--- config.mk ---
export PLATFORM = sky130hd
export DESIGN_NAME = paced_advert_forward_table_top
export DESIGN_NICKNAME = d
export VERILOG_FILES = /design/src/rtl/paft_pkg.sv /design/src/rtl/paft_ctrl.sv /design/src/rtl/paft_dp.sv /design/src/rtl/paced_advert_forward_table_top.sv
export SDC_FILE = /design/constraint.sdc
export NUM_CORES = 2
export LEC_CHECK = 0
export BUFFER_PORTS_ARGS = -buffer_cell sky130_fd_sc_hd__buf_2
export CORE_ASPECT_RATIO = 0.7
export CORE_MARGIN = 2
export CORE_UTILIZATION = 55
export CTS_BUF_LIST = sky130_fd_sc_hd__clkbuf_16
export DETAILED_ROUTE_END_ITERATION = 6
export PLACE_DENSITY = 0.72
export SKIP_CTS_REPAIR_TIMING = 1
export SYNTH_ARGS = -nofsm -noshare
export SYNTH_HDL_FRONTEND = slang
export SYNTH_HIERARCHICAL = 1
export SYNTH_SLANG_ARGS = --single-unit
export TNS_END_PERCENT = 30
--- constraint.sdc ---
create_clock -name clk -period 13.3 [get_ports clk]
set_input_delay 2.66 -clock clk [delete_from_list [all_inputs] [get_ports clk]]
set_output_delay 2.66 -clock clk [all_outputs]
set_load 0.01 [all_outputs]
--- src/rtl/paft_pkg.sv ---
// shared types and constants for the paced advert forward table
package paft_pkg;

  localparam int TABLE_SLOTS_DEF = 16;
  localparam int PAYLOAD_MAX_DEF = 8;
  localparam logic [9:0] MS_PER_SEC = 10'd1000;

  localparam logic [1:0] REQ_ADVERT = 2'd0;
  localparam logic [1:0] REQ_FLUSH  = 2'd1;
  localparam logic [1:0] REQ_FORCE  = 2'd2;

  localparam logic [1:0] REG_CHANNEL_READY = 2'd0;
  localparam logic [1:0] REG_MIN_GAP       = 2'd1;
  localparam logic [1:0] REG_INTERVAL      = 2'd2;

  typedef enum logic [2:0] {
    ST_IDLE,
    ST_SCAN,
    ST_READ,
    ST_COMMIT,
    ST_OUT
  } state_t;

  // controller to datapath
  typedef struct packed {
    logic load;      // capture input word
    logic clr_scan;  // restart scan index
    logic step;      // advance scan index
    logic rd;        // read slot at chosen index
    logic commit;    // apply update
    logic emit;      // load output register
  } cmd_t;

  // datapath to controller
  typedef struct packed {
    logic scan_last;
    logic hit;
    logic need_scan;
  } sts_t;

endpackage

--- src/rtl/paft_ctrl.sv ---
// control state machine for the forward table
module paft_ctrl
  import paft_pkg::*;
(
  input  logic clk,
  input  logic rst,
  input  logic in_valid,
  output logic in_stall,
  output logic out_valid,
  input  logic out_stall,
  input  sts_t sts,
  output cmd_t cmd
);

  state_t state, state_next;

  always_ff @(posedge clk) begin
    if (rst) begin
      state <= ST_IDLE;
    end else begin
      state <= state_next;
    end
  end

  always_comb begin
    state_next = state;
    cmd = '0;
    in_stall = 1'b1;
    unique case (state)
      ST_IDLE: begin
        in_stall = 1'b0;
        if (in_valid) begin
          cmd.load = 1'b1;
          cmd.clr_scan = 1'b1;
          state_next = ST_SCAN;
        end
      end
      ST_SCAN: begin
        if (!sts.need_scan || sts.hit || sts.scan_last) begin
          state_next = ST_READ;
        end else begin
          cmd.step = 1'b1;
        end
      end
      ST_READ: begin
        cmd.rd = 1'b1;
        state_next = ST_COMMIT;
      end
      ST_COMMIT: begin
        cmd.commit = 1'b1;
        cmd.emit = 1'b1;
        state_next = ST_OUT;
      end
      ST_OUT: begin
        if (!out_stall) state_next = ST_IDLE;
      end
      default: state_next = ST_IDLE;
    endcase
  end

  assign out_valid = (state == ST_OUT);

  no_accept_while_busy: assert property (@(posedge clk) disable iff (rst)
    (state != ST_IDLE) |-> in_stall)
    else $error("input accepted while busy");
  emit_from_commit: assert property (@(posedge clk) disable iff (rst)
    cmd.emit |=> (state == ST_OUT))
    else $error("output not presented after commit");
  out_held: assert property (@(posedge clk) disable iff (rst)
    (out_valid && out_stall) |=> out_valid)
    else $error("result dropped while stalled");

endmodule

--- src/rtl/paft_dp.sv ---
// slot table, scan index, statistics and result register
module paft_dp
  import paft_pkg::*;
#(
  parameter int TABLE_SLOTS = TABLE_SLOTS_DEF,
  parameter int PAYLOAD_MAX = PAYLOAD_MAX_DEF
) (
  input  logic clk,
  input  logic rst,
  input  cmd_t cmd,
  output sts_t sts,
  input  logic cfg_valid,
  input  logic [1:0] cfg_index,
  input  logic [31:0] cfg_data,
  input  logic [1:0] req_type,
  input  logic [47:0] dev_addr,
  input  logic signed [7:0] signal_level,
  input  logic [3:0] payload_len,
  input  logic [63:0] payload_bytes,
  input  logic [31:0] now_ms,
  input  logic pool_available,
  output logic advert_taken,
  output logic sent,
  output logic pool_failed,
  output logic [3:0] entry_index,
  output logic [47:0] out_addr,
  output logic signed [7:0] out_level,
  output logic [3:0] out_len,
  output logic [63:0] out_bytes,
  output logic [4:0] tracked_count,
  output logic [31:0] total_sent,
  output logic [31:0] failures
);

  localparam int IW = (TABLE_SLOTS > 1) ? $clog2(TABLE_SLOTS) : 1;
  localparam int CW = $clog2(TABLE_SLOTS + 1);

  // configuration
  logic        channel_ready;
  logic [15:0] min_gap;
  logic [15:0] interval_secs;
  logic [31:0] interval_ms;

  always_ff @(posedge clk) begin
    if (rst) begin
      channel_ready <= 1'b0;
      min_gap <= 16'd1000;
      interval_secs <= 16'd60;
    end else if (cfg_valid) begin
      case (cfg_index)
        REG_CHANNEL_READY: channel_ready <= cfg_data[0];
        REG_MIN_GAP:       min_gap <= cfg_data[15:0];
        REG_INTERVAL:      interval_secs <= cfg_data[15:0];
        default: ;
      endcase
    end
  end

  // registered so the multiply sits alone
  always_ff @(posedge clk) begin
    interval_ms <= 32'(interval_secs) * 32'(MS_PER_SEC);
  end

  // captured input word
  logic [1:0]  r_req;
  logic [47:0] r_addr;
  logic [7:0]  r_level;
  logic [3:0]  r_len;
  logic [63:0] r_bytes;
  logic [31:0] r_now;
  logic        r_pool;

  always_ff @(posedge clk) begin
    if (cmd.load) begin
      r_req <= req_type;
      r_addr <= dev_addr;
      r_level <= signal_level;
      r_len <= (payload_len > 4'(PAYLOAD_MAX)) ? 4'(PAYLOAD_MAX) : payload_len;
      r_bytes <= payload_bytes;
      r_now <= now_ms;
      r_pool <= pool_available;
    end
  end

  // slot state
  logic [TABLE_SLOTS-1:0] used, pending, fwd_once;
  logic [31:0] last_fwd [TABLE_SLOTS];
  logic [47:0] s_addr [TABLE_SLOTS];
  logic [7:0]  s_level [TABLE_SLOTS];
  logic [3:0]  s_len [TABLE_SLOTS];
  logic [63:0] s_bytes [TABLE_SLOTS];
  logic [31:0] last_send, sent_cnt, fail_cnt;
  logic [CW-1:0] used_cnt;

  // scan
  logic [IW-1:0] idx;
  logic          found;
  logic          free_seen;
  logic [IW-1:0] free_idx;
  logic          cand;
  logic          gap_ok;

  assign gap_ok = channel_ready && ((r_now - last_send) >= {16'd0, min_gap});

  // per-slot test on the current index; last_fwd read is a memory-style port
  always_comb begin
    cand = 1'b0;
    unique case (r_req)
      REQ_ADVERT: cand = used[idx] && (s_addr[idx] == r_addr);
      REQ_FLUSH:  cand = used[idx] && pending[idx] &&
                         (!fwd_once[idx] || ((r_now - last_fwd[idx]) >= interval_ms));
      default:    cand = 1'b0;
    endcase
  end

  assign sts.hit = cand;
  assign sts.scan_last = (idx == IW'(TABLE_SLOTS - 1));
  assign sts.need_scan = (r_req == REQ_ADVERT) || ((r_req == REQ_FLUSH) && gap_ok);

  always_ff @(posedge clk) begin
    if (cmd.clr_scan) begin
      idx <= '0;
      free_seen <= 1'b0;
      free_idx <= '0;
      found <= 1'b0;
    end else if (cmd.step) begin
      idx <= idx + 1'b1;
    end
    if (!cmd.clr_scan && !cmd.rd && !cmd.commit && !found) begin
      if (cand) found <= 1'b1;
      if (!used[idx] && !free_seen) begin
        free_seen <= 1'b1;
        free_idx <= idx;
      end
    end
  end

  // slot selected for the update
  logic [IW-1:0] sel;
  logic          sel_ok;
  logic [47:0]   rd_addr;
  logic [7:0]    rd_level;
  logic [3:0]    rd_len;
  logic [63:0]   rd_bytes;
  logic [63:0]   kept;

  assign sel = found ? idx : free_idx;
  assign sel_ok = (r_req == REQ_ADVERT) ? (found || free_seen)
                : ((r_req == REQ_FLUSH) && sts.need_scan && found);

  always_ff @(posedge clk) begin
    if (cmd.rd) begin
      rd_addr <= s_addr[idx];
      rd_level <= s_level[idx];
      rd_len <= s_len[idx];
      rd_bytes <= s_bytes[idx];
    end
  end

  always_comb begin
    for (int b = 0; b < 8; b++) begin
      kept[b*8 +: 8] = (4'(b) < r_len) ? r_bytes[b*8 +: 8] : 8'd0;
    end
  end

  logic is_adv, is_flush_hit, do_send;
  assign is_adv = (r_req == REQ_ADVERT) && sel_ok;
  assign is_flush_hit = (r_req == REQ_FLUSH) && sel_ok;
  assign do_send = is_flush_hit && r_pool;

  always_ff @(posedge clk) begin
    if (cmd.commit) begin
      if (is_adv) begin
        s_addr[sel] <= r_addr;
        s_level[sel] <= r_level;
        s_len[sel] <= r_len;
        s_bytes[sel] <= kept;
      end
      if (do_send) last_fwd[sel] <= r_now;
    end
  end

  always_ff @(posedge clk) begin
    if (rst) begin
      used <= '0;
      pending <= '0;
      fwd_once <= '0;
      last_send <= '0;
      sent_cnt <= '0;
      fail_cnt <= '0;
      used_cnt <= '0;
    end else if (cmd.commit) begin
      if (is_adv) begin
        if (!used[sel]) used_cnt <= used_cnt + 1'b1;
        used[sel] <= 1'b1;
        pending[sel] <= 1'b1;
      end
      if (do_send) begin
        pending[sel] <= 1'b0;
        fwd_once[sel] <= 1'b1;
        last_send <= r_now;
        sent_cnt <= sent_cnt + 1'b1;
      end
      if (is_flush_hit && !r_pool) fail_cnt <= fail_cnt + 1'b1;
      if (r_req == REQ_FORCE) begin
        fwd_once <= '0;
        last_send <= '0;
      end
    end
  end

  // result register
  logic [CW-1:0] cnt_after;
  assign cnt_after = (is_adv && !used[sel]) ? used_cnt + 1'b1 : used_cnt;

  always_ff @(posedge clk) begin
    if (cmd.emit) begin
      advert_taken <= is_adv;
      sent <= do_send;
      pool_failed <= is_flush_hit && !r_pool;
      entry_index <= is_flush_hit ? 4'(sel) : 4'd0;
      out_addr <= is_flush_hit ? rd_addr : 48'd0;
      out_level <= is_flush_hit ? rd_level : 8'd0;
      out_len <= is_flush_hit ? rd_len : 4'd0;
      out_bytes <= is_flush_hit ? rd_bytes : 64'd0;
      tracked_count <= 5'(cnt_after);
      total_sent <= do_send ? sent_cnt + 1'b1 : sent_cnt;
      failures <= (is_flush_hit && !r_pool) ? fail_cnt + 1'b1 : fail_cnt;
    end
  end

  count_matches: assert property (@(posedge clk) disable iff (rst)
    used_cnt == CW'($countones(used)))
    else $error("slot count out of step with used marks");
  pending_only_used: assert property (@(posedge clk) disable iff (rst)
    (pending & ~used) == '0)
    else $error("pending mark on free slot");
  send_sets_gap: assert property (@(posedge clk) disable iff (rst)
    (cmd.commit && do_send) |=> (last_send == $past(r_now)))
    else $error("send time not recorded");

endmodule

--- src/rtl/paced_advert_forward_table_top.sv ---
// top level of the paced advert forward table
//  channel | direction | handshake         | word
//  in      | in        | in_valid/in_stall | request fields
//  out     | out       | out_valid/out_stall | result fields
//  cfg     | in        | cfg_valid/cfg_ready | cfg_index, cfg_data
// an item passes the scan, read, commit and output states; the scan walks the slots
// the scan stops at the first matching slot; a flush that is not due skips the scan
// reset clears the FSM, config, marks and counters; slot payload is held uncleared
// the result stays in its register until out_stall is low
module paced_advert_forward_table_top
  import paft_pkg::*;
#(
  parameter int TABLE_SLOTS = TABLE_SLOTS_DEF,
  parameter int PAYLOAD_MAX = PAYLOAD_MAX_DEF
) (
  input  logic clk,
  input  logic rst,
  input  logic in_valid,
  output logic in_stall,
  input  logic [1:0] req_type,
  input  logic [47:0] dev_addr,
  input  logic signed [7:0] signal_level,
  input  logic [3:0] payload_len,
  input  logic [63:0] payload_bytes,
  input  logic [31:0] now_ms,
  input  logic pool_available,
  output logic out_valid,
  input  logic out_stall,
  output logic advert_taken,
  output logic sent,
  output logic pool_failed,
  output logic [3:0] entry_index,
  output logic [47:0] out_addr,
  output logic signed [7:0] out_level,
  output logic [3:0] out_len,
  output logic [63:0] out_bytes,
  output logic [4:0] tracked_count,
  output logic [31:0] total_sent,
  output logic [31:0] failures,
  input  logic cfg_valid,
  output logic cfg_ready,
  input  logic [1:0] cfg_index,
  input  logic [31:0] cfg_data
);

  cmd_t cmd;
  sts_t sts;

  assign cfg_ready = 1'b1;

  paft_ctrl u_ctrl (
    .clk, .rst, .in_valid, .in_stall, .out_valid, .out_stall, .sts, .cmd
  );

  paft_dp #(.TABLE_SLOTS(TABLE_SLOTS), .PAYLOAD_MAX(PAYLOAD_MAX)) u_dp (
    .clk, .rst, .cmd, .sts,
    .cfg_valid(cfg_valid && cfg_ready), .cfg_index, .cfg_data,
    .req_type, .dev_addr, .signal_level, .payload_len, .payload_bytes,
    .now_ms, .pool_available,
    .advert_taken, .sent, .pool_failed, .entry_index, .out_addr, .out_level,
    .out_len, .out_bytes, .tracked_count, .total_sent, .failures
  );

endmodule
==> metrics <==
Worst Max-Slew Pin Slew 1290 ps; outcome complete, no violations; crit start category flip-flop; Fill cells 15,500; I/O Buffers 383; Yosys cell types 81; Area Overhead vs Synth 12.1%; EDFF count, synth approximately 3,000; worst hold endpoint u_dp/free_seen; DRT Pass-1 Iters 7; Yosys reg bits 3,201; first-pass GRT wire length 440 mm; die height 406 µm; Gate Count Post-Synth 6,346; Routed Antenna Nets 0; Row Count around 150; Final #Nets 7,286; Final Cycle Share 0.655; share of cells above drive strength 1 0.257; clock-pin slew on the worst setup and hold paths ~70 ps; Hold WC Path Type flip-flop to flip-flop; clk_lat worst skew 880 ps; crit path time final roughly 8700 ps; top cell type's share of synthesized area 0.704; post-synthesis area per instance 20.0 µm²; Finished Cell Area 142,000 µm²; Hold Crit Start u_dp/free_seen; RSZ-0062 raised after global routing no; dominant register cell in the synthesized netlist edfxtp_1; post-DP HPWL between 150 and 200 mm; initial antenna violation count 40; kind of critical path flip-flop to flip-flop; CTS buffer count 302; hold path cells 1; routability congestion estimate 0.873; Final Setup Violations 0; core area between 200,000 and 250,000 µm²; R2R depth 24; GRT Resource Usage Total 0.259; Bufs on Longest Clock Path 4; Post-Syn Area 127,000 µm²; Root Driver clkbuf_16; r2r startpoint u_dp/r_now[0]; CP peak stage delay ~930 ps; Pins Over Slew Limit 0; Peak Freq 115 MHz; slew margin rel. 0.137; Critical Path RT around 14,000 ps; CTS tree done; crit path DAT slightly above 9000 ps; largest net degree at the start of global routing 149; synth warn 6; I/O Pins between 400 and 500; maxcap violations 0; Synth async-reset ratio 0; final number of hold-violating endpoints 0; reg-to-reg critical path endpoint u_dp/last_fwd[3][17]; Slowest cell on crit path clkinv_2; commonest non-fill, non-tap cells in the layout 2,979 x edfxtp_1, 799 x mux4_2, 382 x buf_2; Post-DP Area 133,000 µm²; starting DRC count in detailed routing 8,169; DRC Markers 0; commonest non-fill, non-tap cell in the layout edfxtp_1; vias in the first global route ~64,000; worst-path cell chain inv_1 > ha_1 > inv_1 > fa_1 > a211oi_1 > o21ai_0 > a21oi_1 > o21bai_1 > a21oi_1 > xnor2_1 > ha_1 > a21o_1 > a221oi_1 > o21bai_1 > a311oi_1 > o211ai_1 > nor4b_2 > nand4_1 > a2111oi_4 > a211o_2 > clkinv_2 > nand2_2 > nor3_2 > buf_4; Die ar. 235,000 µm²; total gr overflow 0; crit end category flip-flop; total number of H-tree levels 5; top cells by area, synth edfxtp_1 70%, mux4_2 14%, dfxtp_1 3.5%, ha_1 1.6%, xnor2_1 1.1%; Routed WL per cell 29.9 µm; CP Launch Point u_dp/r_now[0]; Worst Path Max Fanout between 50 and 60; via count ~64,000; pwr dens about 150 nW/µm²; Leak between 0.04 and 0.05 µW; chip width 578 µm; Max VDD drop 0.101 mV; Tot Pwr approximately 22,000 µW; Worst R2R Setup Slack 4590 ps; final WL 304 mm; Syn Nets about 6,800; vias per cell 6.30; Fin Setup TNS 0 ps; skew final roughly 65 ps; clk sink count 3,201; initial core utilization 0.554; Seq/Total Area, Yosys 0.739; cell taking the most area after synthesis edfxtp_1
-- critical path: cells and delay by family (launching register included) --
| family | cells | cell delay [ps] |
|---|---|---|
| buffers and inverters | 4 | 1520 |
| xor gates and xnor gates | 1 | 150 |
| and+or+nand+nor | 4 | 1420 |
| DFF | 1 | 630 |
| adders and majority gates | 3 | 870 |
| AOI/OAI and AO/OA | 12 | 3680 |
-- layout make-up --
class                           instances  area [µm²]  share of cell area
Sequential cell                      3201       93900               0.660
Multi-Input combinational cell       2637       31300               0.220
Clock inverter                        228        1690              0.0119
Inverter                              227         853             0.00600
Clock buffer                          308        7710              0.0542
Antenna cell                           11        27.5            0.000193
Tap cell                             3054        3820              0.0269
Timing Repair Buffer                  504        2930              0.0206
-- sequential cells by signal, indices dropped and copies added (netlist names), 64 cells and up, named ones only --
register        count
u_dp/r_bytes       64
u_dp/s_level      128
u_dp/s_len         64
u_dp/last_fwd     512
u_dp/out_bytes     64
u_dp/rd_bytes      64
u_dp/s_addr       768
u_dp/s_bytes     1024
-- per-stage QoR --
stage / utilization / std cells / setup WS, ps / hold slack [ps]
after global placement: 0.579 / 9622 / 4820 / 442
after CTS: 0.620 / 10200 / 4680 / 458
after floorplan: - / 6346 / 3000 / 422
after global routing: 0.620 / 10200 / 3970 / 481
after detailed placement: 0.579 / 9622 / 4720 / 442
final: 0.620 / 10200 / 4590 / 458
-- layer usage --
layer	GRT usage	vias to the layer above	share of wire
met3	0.0424	533	0.084
met4	0.0833	8	0.030
met2	0.411	3147	0.48
li1	-	26700	-
met5	0	-	0.00016
met1	0.374	33700	0.40
-- cell usage after synthesis, drive strengths merged (12+ instances only) --
cell type,number
a211oi,26
a21o,42
a21oi,141
a311oi,23
a31o,39
a31oi,28
a41oi,18
and2,163
and3,45
buf,106
clkbuf,175
dfxtp,222
edfxtp,2979
fa,56
ha,159
inv,227
mux2,14
mux2i,12
mux4,799
nand2,190
nand2b,17
nand3,73
nand4,38
nor2,187
nor2b,71
nor3,46
nor3b,12
nor4,15
o211ai,15
o21ai,92
o31ai,14
xnor2,155
xor2,41
-- worst max path at each step --
| stage | endpoint | slack, ps | cells past startpoint |
|---|---|---|---|
| after floorplan | u_dp/free_idx[0] | 3000 | 6 |
| after global placement | u_dp/last_fwd[1][12] | 4820 | 24 |
| after detailed placement | u_dp/last_fwd[2][11] | 4720 | 24 |
| after CTS | u_dp/last_fwd[2][15] | 4680 | 24 |
| after global routing | u_dp/last_fwd[2][15] | 3970 | 24 |
| final | u_dp/last_fwd[3][17] | 4590 | 24 |
-- logic make-up after synthesis --
family | count (synthesis) | synth area share
compound gates | 504 | 0.0265
flops | 3201 | 0.739
buf+inv | 508 | 0.0158
xor+xnor | 196 | 0.0135
mux | 825 | 0.144
fa+ha+maj | 215 | 0.0245
simple gates | 896 | 0.0364
other cells | 1 | 0.0000295
-- power breakdown --
group | total (µW) | internal [µW] | switching, µW
clock network | 8290 | 4600 | 3690
logic | 1930 | 893 | 1030
registers | 11500 | 11300 | 202
total | 21700 | 16800 | 4930
No activity file was read; power rests on OpenSTA's default activity.
